### config.mk
export PLATFORM = sky130hd
export DESIGN_NAME = mbe_ctrl
export DESIGN_NICKNAME = d
export VERILOG_FILES = /design/src/hdl/mbe_pkg.sv /design/src/hdl/mbe_ctrl.sv
export SDC_FILE = /design/constraint.sdc
export NUM_CORES = 1
export LEC_CHECK = 0
export ABC_AREA = 1
export BUFFER_PORTS_ARGS = -buffer_cell sky130_fd_sc_hd__buf_2
export CAP_MARGIN = 20
export CORE_AREA = 2 2 39 41
export CTS_CLUSTER_DIAMETER = 30
export DETAILED_ROUTE_END_ITERATION = 8
export DIE_AREA = 0 0 41 43
export GPL_TIMING_DRIVEN = 0
export PLACE_DENSITY = 0.48
export SYNTH_ARGS = -nofsm -noshare
export SYNTH_HDL_FRONTEND = slang
export SYNTH_SLANG_ARGS = --single-unit
### constraint.sdc
create_clock -name clk -period 1.1 [get_ports clk]
set_input_delay 0.11 -clock clk [delete_from_list [all_inputs] [get_ports clk]]
set_output_delay 0.11 -clock clk [all_outputs]
set_load 0.01 [all_outputs]
### src/hdl/mbe_pkg.sv
// ----------------------------------------------------------------------------
// mbe_pkg: shared types and constants of the escape-time unit
// Field widths, register indexes, controller/datapath command and status
// groups, and the span-constant helper used at elaboration.
// ----------------------------------------------------------------------------
package mbe_pkg;

  // fixed field widths
  localparam int IDX_W      = 12;
  localparam int DIM_W      = 13;
  localparam int CNT_W      = 16;
  localparam int CFG_IDX_W  = 2;
  localparam int CFG_DATA_W = 16;

  // register indexes
  localparam logic [CFG_IDX_W-1:0] REG_WIDTH    = 2'd0;
  localparam logic [CFG_IDX_W-1:0] REG_HEIGHT   = 2'd1;
  localparam logic [CFG_IDX_W-1:0] REG_MAX_ITER = 2'd2;

  // register reset values
  localparam logic [DIM_W-1:0] WIDTH_RST    = 13'd1500;
  localparam logic [DIM_W-1:0] HEIGHT_RST   = 13'd1500;
  localparam logic [CNT_W-1:0] MAX_ITER_RST = 16'd1000;

  // controller to datapath
  typedef struct packed {
    logic accept;
    logic div_start;
    logic set_c;
    logic mul;
    logic sum;
    logic upd;
    logic out_load;
  } cmd_t;

  // datapath to controller
  typedef struct packed {
    logic div_done;
    logic escaped;
    logic last;
    logic limit_zero;
  } status_t;

  // round(hundredths / 100 * 2^frac), ties away from zero
  function automatic logic [63:0] scaled_const(input logic [63:0] hundredths,
                                               input int frac);
    logic [63:0] p;
    logic [63:0] q;
    logic [63:0] r;
    p = 64'd1 << frac;
    q = p / 64'd100;
    r = p % 64'd100;
    return hundredths * q + (hundredths * r + 64'd50) / 64'd100;
  endfunction

endpackage

### src/hdl/mbe_ctrl.sv
// ----------------------------------------------------------------------------
// mbe_ctrl: sequencing of one item
// Accepts an item, runs the mapping divisions, steps the iteration through
// its multiply, sum and update states until escape or limit, then hands the
// count to the output register and its valid flag.
// ----------------------------------------------------------------------------
module mbe_ctrl (
  input  logic             clk,
  input  logic             rst,
  input  logic             in_valid,
  output logic             in_stall,
  output logic             out_valid,
  input  logic             out_stall,
  input  mbe_pkg::status_t st,
  output mbe_pkg::cmd_t    cmd
);

  import mbe_pkg::*;

  typedef enum logic [2:0] {
    S_IDLE,
    S_DSTART,
    S_DWAIT,
    S_MUL,
    S_SUM,
    S_UPD,
    S_FINISH
  } state_t;

  state_t state;
  logic   out_free;

  assign out_free = !out_valid || !out_stall;
  assign in_stall = (state != S_IDLE);

  // commands from the current state
  always_comb begin
    cmd = '0;
    unique case (state)
      S_IDLE:   cmd.accept    = in_valid;
      S_DSTART: cmd.div_start = 1'b1;
      S_DWAIT:  cmd.set_c     = st.div_done;
      S_MUL:    cmd.mul       = 1'b1;
      S_SUM:    cmd.sum       = 1'b1;
      S_UPD:    cmd.upd       = !st.escaped;
      S_FINISH: cmd.out_load  = out_free;
      default: ;
    endcase
  end

  // state and output valid
  always_ff @(posedge clk) begin
    if (rst) begin
      state     <= S_IDLE;
      out_valid <= 1'b0;
    end else begin
      unique case (state)
        S_IDLE: begin
          if (in_valid) state <= S_DSTART;
        end
        S_DSTART: state <= S_DWAIT;
        S_DWAIT: begin
          if (st.div_done) state <= st.limit_zero ? S_FINISH : S_MUL;
        end
        S_MUL: state <= S_SUM;
        S_SUM: state <= S_UPD;
        S_UPD: begin
          if (st.escaped || st.last) begin
            state <= S_FINISH;
          end else begin
            state <= S_MUL;
          end
        end
        S_FINISH: begin
          if (out_free) state <= S_IDLE;
        end
        default: state <= S_IDLE;
      endcase
      if (state == S_FINISH && out_free) begin
        out_valid <= 1'b1;
      end else if (out_valid && !out_stall) begin
        out_valid <= 1'b0;
      end
    end
  end

endmodule

## After elaboration in Yosys (flattened, before gate mapping)

Index checks and enable logic that the tools add are counted.

- Equality and inequality tests: 9
- Multiplexer cells: 15
- Reduce and logical (&&, ||, !) cells: 11

Operators by type and width:

| operator | number |
|---|---|
| 3-bit case mux with 7 select lines | 1 |
| 3-bit 2-to-1 mux | 5 |
| 3-bit == test, second input constant | 3 |
| 1-bit 2-to-1 mux | 9 |
| 3-bit by 2-bit == test with 1-bit output, second input constant | 2 |
| 2-bit inequality test, second input constant | 3 |
| 3-bit by 1-bit == test with 1-bit output, second input constant | 1 |
| 1-bit logical NOT | 3 |
| 3-bit logical NOT | 1 |
| 3-bit AND reduction | 1 |
| 3-bit nonzero test | 1 |
| 1-bit logical AND | 2 |
| 1-bit logical OR | 2 |
| 2-bit nonzero test | 1 |

- Register bits: 4
- Input bits: 8
- Output and inout port bits: 9
- Word-level logic and storage cells: 37

## Longest topological paths before layout

- Word-level depth: 4
- Mapped depth: 8
- Gate-level depth less buffers: 7

## Least setup slack after synthesis

Ideal clock, no wire load.

- Kind: register to register
- Start: reg state[1]
- End: reg state[1]
- Setup time: 0.111 ns
- Arrival time: 0.890 ns
- Data required time: 0.989 ns
- Slack: 0.098 ns
- Stages on the path, launching flop included: 8
- Path buffers: 1
- Clock period less this slack: 1.002 ns
- Path through: dfxtp_1 -> buf_6 -> nor2_2 -> nand3_1 -> nand3_2 -> nor2_2 -> nor2_1 -> nor2_1

- Cells in the longest elaborated chain, start to end: 3
- Elaborated cells on any way between the ends: 12
- Classes of those cells: eq/ne (9); mux (1); reduce/logical (2)

Ends and longest elaborated chain:

| what | RTL line | source |
|---|---|---|
| start: declaration | mbe_ctrl.sv:30 | `state_t state;` |
| start signal: assignment | mbe_ctrl.sv:63 | `if (st.div_done) state <= st.limit_zero ? S_FINISH : S_MUL;` |
| 3-bit == test (tied with other cells) | mbe_ctrl.sv:57 | `unique case (state)` |
| 2-bit inequality test (no source line) | n/a |  |
| 3-bit AND reduction (no source line) | n/a |  |

Several ways; a longest one is shown, not always the timed one.
A chain may end at the register's enable or synchronous reset.

==> results.yml <==
power:
  p_leak_nw: 0.3455
  pwr-share-comb_pct: 51.6
  p_clk_share_pct: 20.1
  p_int_w: 0.0005225
  p_sw_share_pct: 40.86
  ir_drop_mv: 0.9921
  power_density_nw_per_um2: 1505
  pwr-share-seq_pct: 28.2
  net-switching-power_w: 0.0003609
logic_synthesis:
  ys_seq_area_share_pct: 24.15
  yosysWarningCount: 0
  syn-num-nets: 63
  yosysUniqueCellTypes: 15
  ys_ff_latch: 4
  syn_avg_cell_area_sq_um: 6.029
  synth_cells: 55
  syn_area_sq_um: 331.6
clock_network:
  cts_sinks: 4
  cts_tree: "done"
  h-tree-depth: 1
  cts_hold_buffers: 0
  cts_made_buffers: 3
  path_clk_slew_ns: 0.04
  root_buffer: "clkbuf_4"
  insertion_delay_ns: 0.23
  cts.path.max_buffers: 2
grt:
  met3_usage_pct: 6.283
  grt_pass1_vias: 320
  busiest_layer: "met2"
  grt_pass1_wl_microns: 1207
  antenna_found_initial: 0
  grt_overflow_total: 0
  grt_use_met2_pct: 14.69
  grt_start_max_net_pins: 8
  track_usage_pct: 10.25
  met1_usage_pct: 12.90
setup_path:
  worst_setup_path_end_kind: "output pin"
  r2r_start: "state[1]"
  path_max_fanout: 5
  worstSetupPathType: "flip-flop to output pin"
  rr_worst_depth: 7
  cp.required_ns: 0.99
  critPathArrivalTime_ns: 1.07
  reg2reg_setup_slack_ns: 0.06
  worst_r2r_endpoint: "state[1]"
  start_kind: "flip-flop"
hold_path:
  whs_endpoint: "state[2]"
  min_path_cells: 2
  hp-start: "rst"
  hold_class: "input pin to flip-flop"
placement:
  pre_cts_ws_ns: -0.04362
  dp.cells: 87
  placed_cell_area_sq_um: 431.7
  gp_congestion: 0.6961
  portBuffers: 16
  hpwl_microns: 600.2
routing:
  drtPass1Iterations: 2
  drt-total-wl_microns: 795
  drc_errors: 0
  num_vias: 392
  vias_per_cell: 4.126
  drt-initial-drc-count: 1
  wire_per_inst_microns: 8.368
  detail-route-antenna-nets: 0
timing:
  fmax_mhz: 850.1
  rsz0062_at_grt: "yes"
  fin_crit_ns: 1.176
  slew_viol_final: 0
  worst_pin_slew_ns: 0.2245
  post-route-period-util_pct: 106.9
  max_slew_margin_pct: 84.92
  hold_viol: 0
  fin_skew_ns: 0.0005588
  setup-violations-final: 5
  timing.final.ws_setup_ns: -0.07635
  finalSetupTns_ns: -0.2792
floorplan:
  dieWidth_microns: 41
  die-area_sq_um: 1763
  fp.dieH_microns: 43
  coreArea_sq_um: 1384
  fp-row-count: 14
  io_pins: 17
  start_util_pct: 23.96
finish:
  final_cell_mix: "15 x buf_2, 9 x inv_1, 7 x nor2_1, 7 x nand2_2"
  fillers: 146
  antenna_cells: 0
  design_area_sq_um: 586.8
  final_common_cell: "buf_2"
  nNetsFinal: 89
  final_cells: 95
  syn_to_final_growth_pct: 76.98
  drive_gt1_share_pct: 68.35
run:
  drv_cap: 0
outcome:
  status: "finished with violations"
  violations: "setup timing"
==> cells in the mapped netlist, drive strengths merged <==
| library cell | n | area share (%) |
|---|---|---|
| inv | 13 | 15 |
| and3 | 1 | 1.9 |
| nand2 | 10 | 12 |
| dfxtp | 4 | 24 |
| buf | 1 | 3.4 |
| nor2 | 13 | 18 |
| nand3 | 7 | 14 |
| a21oi | 3 | 5.7 |
| nor3 | 3 | 6.0 |
==> cell families after synthesis <==
kind of cell           synth area share (%)
AND/OR/NAND/NOR                       52.08
buffers and inverters                 18.11
flip-flops                            24.15
AO/OA/AOI/OAI                         5.661
==> timing repair <==
item                                    in CTS  in global routing
endpoints found under the setup margin      10                 11
hold endpoints to repair                     0                  0
pin swaps                                    1                 10
resized for setup                            6                 25
setup buffers                                3                  3
==> worst max-delay path, cell delays in order, from the launching register on <==
cell and delay [ns]:
dfxtp_4 0.40, inv_4 0.05, nor2_4 0.10, nand2_2 0.06
nor2_1 0.09, buf_2 0.13
==> layout make-up <==
class	count	area, sq um	area share (%)
Inverter	13	51.30	8.742
Tap cell	16	20.02	3.412
Timing Repair Buffer	22	138.9	23.67
Sequential cell	4	91.34	15.57
Clock buffer	3	22.52	3.838
Multi-Input combinational cell	37	262.8	44.78
==> routing by layer <==
metal / vias up / share of wire, % / wire length, microns
li1: 216 / - / -
met4: 0 / 0 / 0
met5: - / 0 / 0
met3: 0 / 9.9 / 79
met1: 160 / 44 / 351
met2: 16 / 46 / 364
==> state kept, by name, indices dropped and copies added (netlist names) <==
register   flops
out_valid      1
state          3
==> worst max-delay path by stage <==
stage | start | to | slack (ns) | cells after the start
after floorplan | state[1] | state[1] | 0.1 | 7
after global placement | state[2] | state[1] | -0.03 | 7
after detailed placement | state[2] | state[1] | -0.04 | 7
after CTS | state[1] | cmd[0] | -0.10 | 6
after global routing | state[0] | cmd[1] | -0.20 | 5
final | state[0] | cmd[1] | -0.08 | 5
==> stage by stage <==
stage	util, %	total power [W]	hold WS [ns]
floorplan	-	0.0004483	0.1724
global placement	31.19	0.0005463	0.3251
detailed placement	31.19	0.0005453	0.3314
CTS	35.26	0.0007554	0.08030
global route	42.41	0.0009710	0.1024
finish	42.41	0.0008834	0.08805
==> power groups by stage <==
stage	sequential [W]	clock, W	combinational [W]
detailed placement	0.000199	0	0.000346
global route	0.000257	0.000202	0.000512
floorplan	0.000195	0	0.000253
finish	0.000249	0.000178	0.000456
CTS	0.000206	0.000186	0.000364
global placement	0.000200	0	0.000347
No activity file was read; power rests on OpenSTA's default activity.
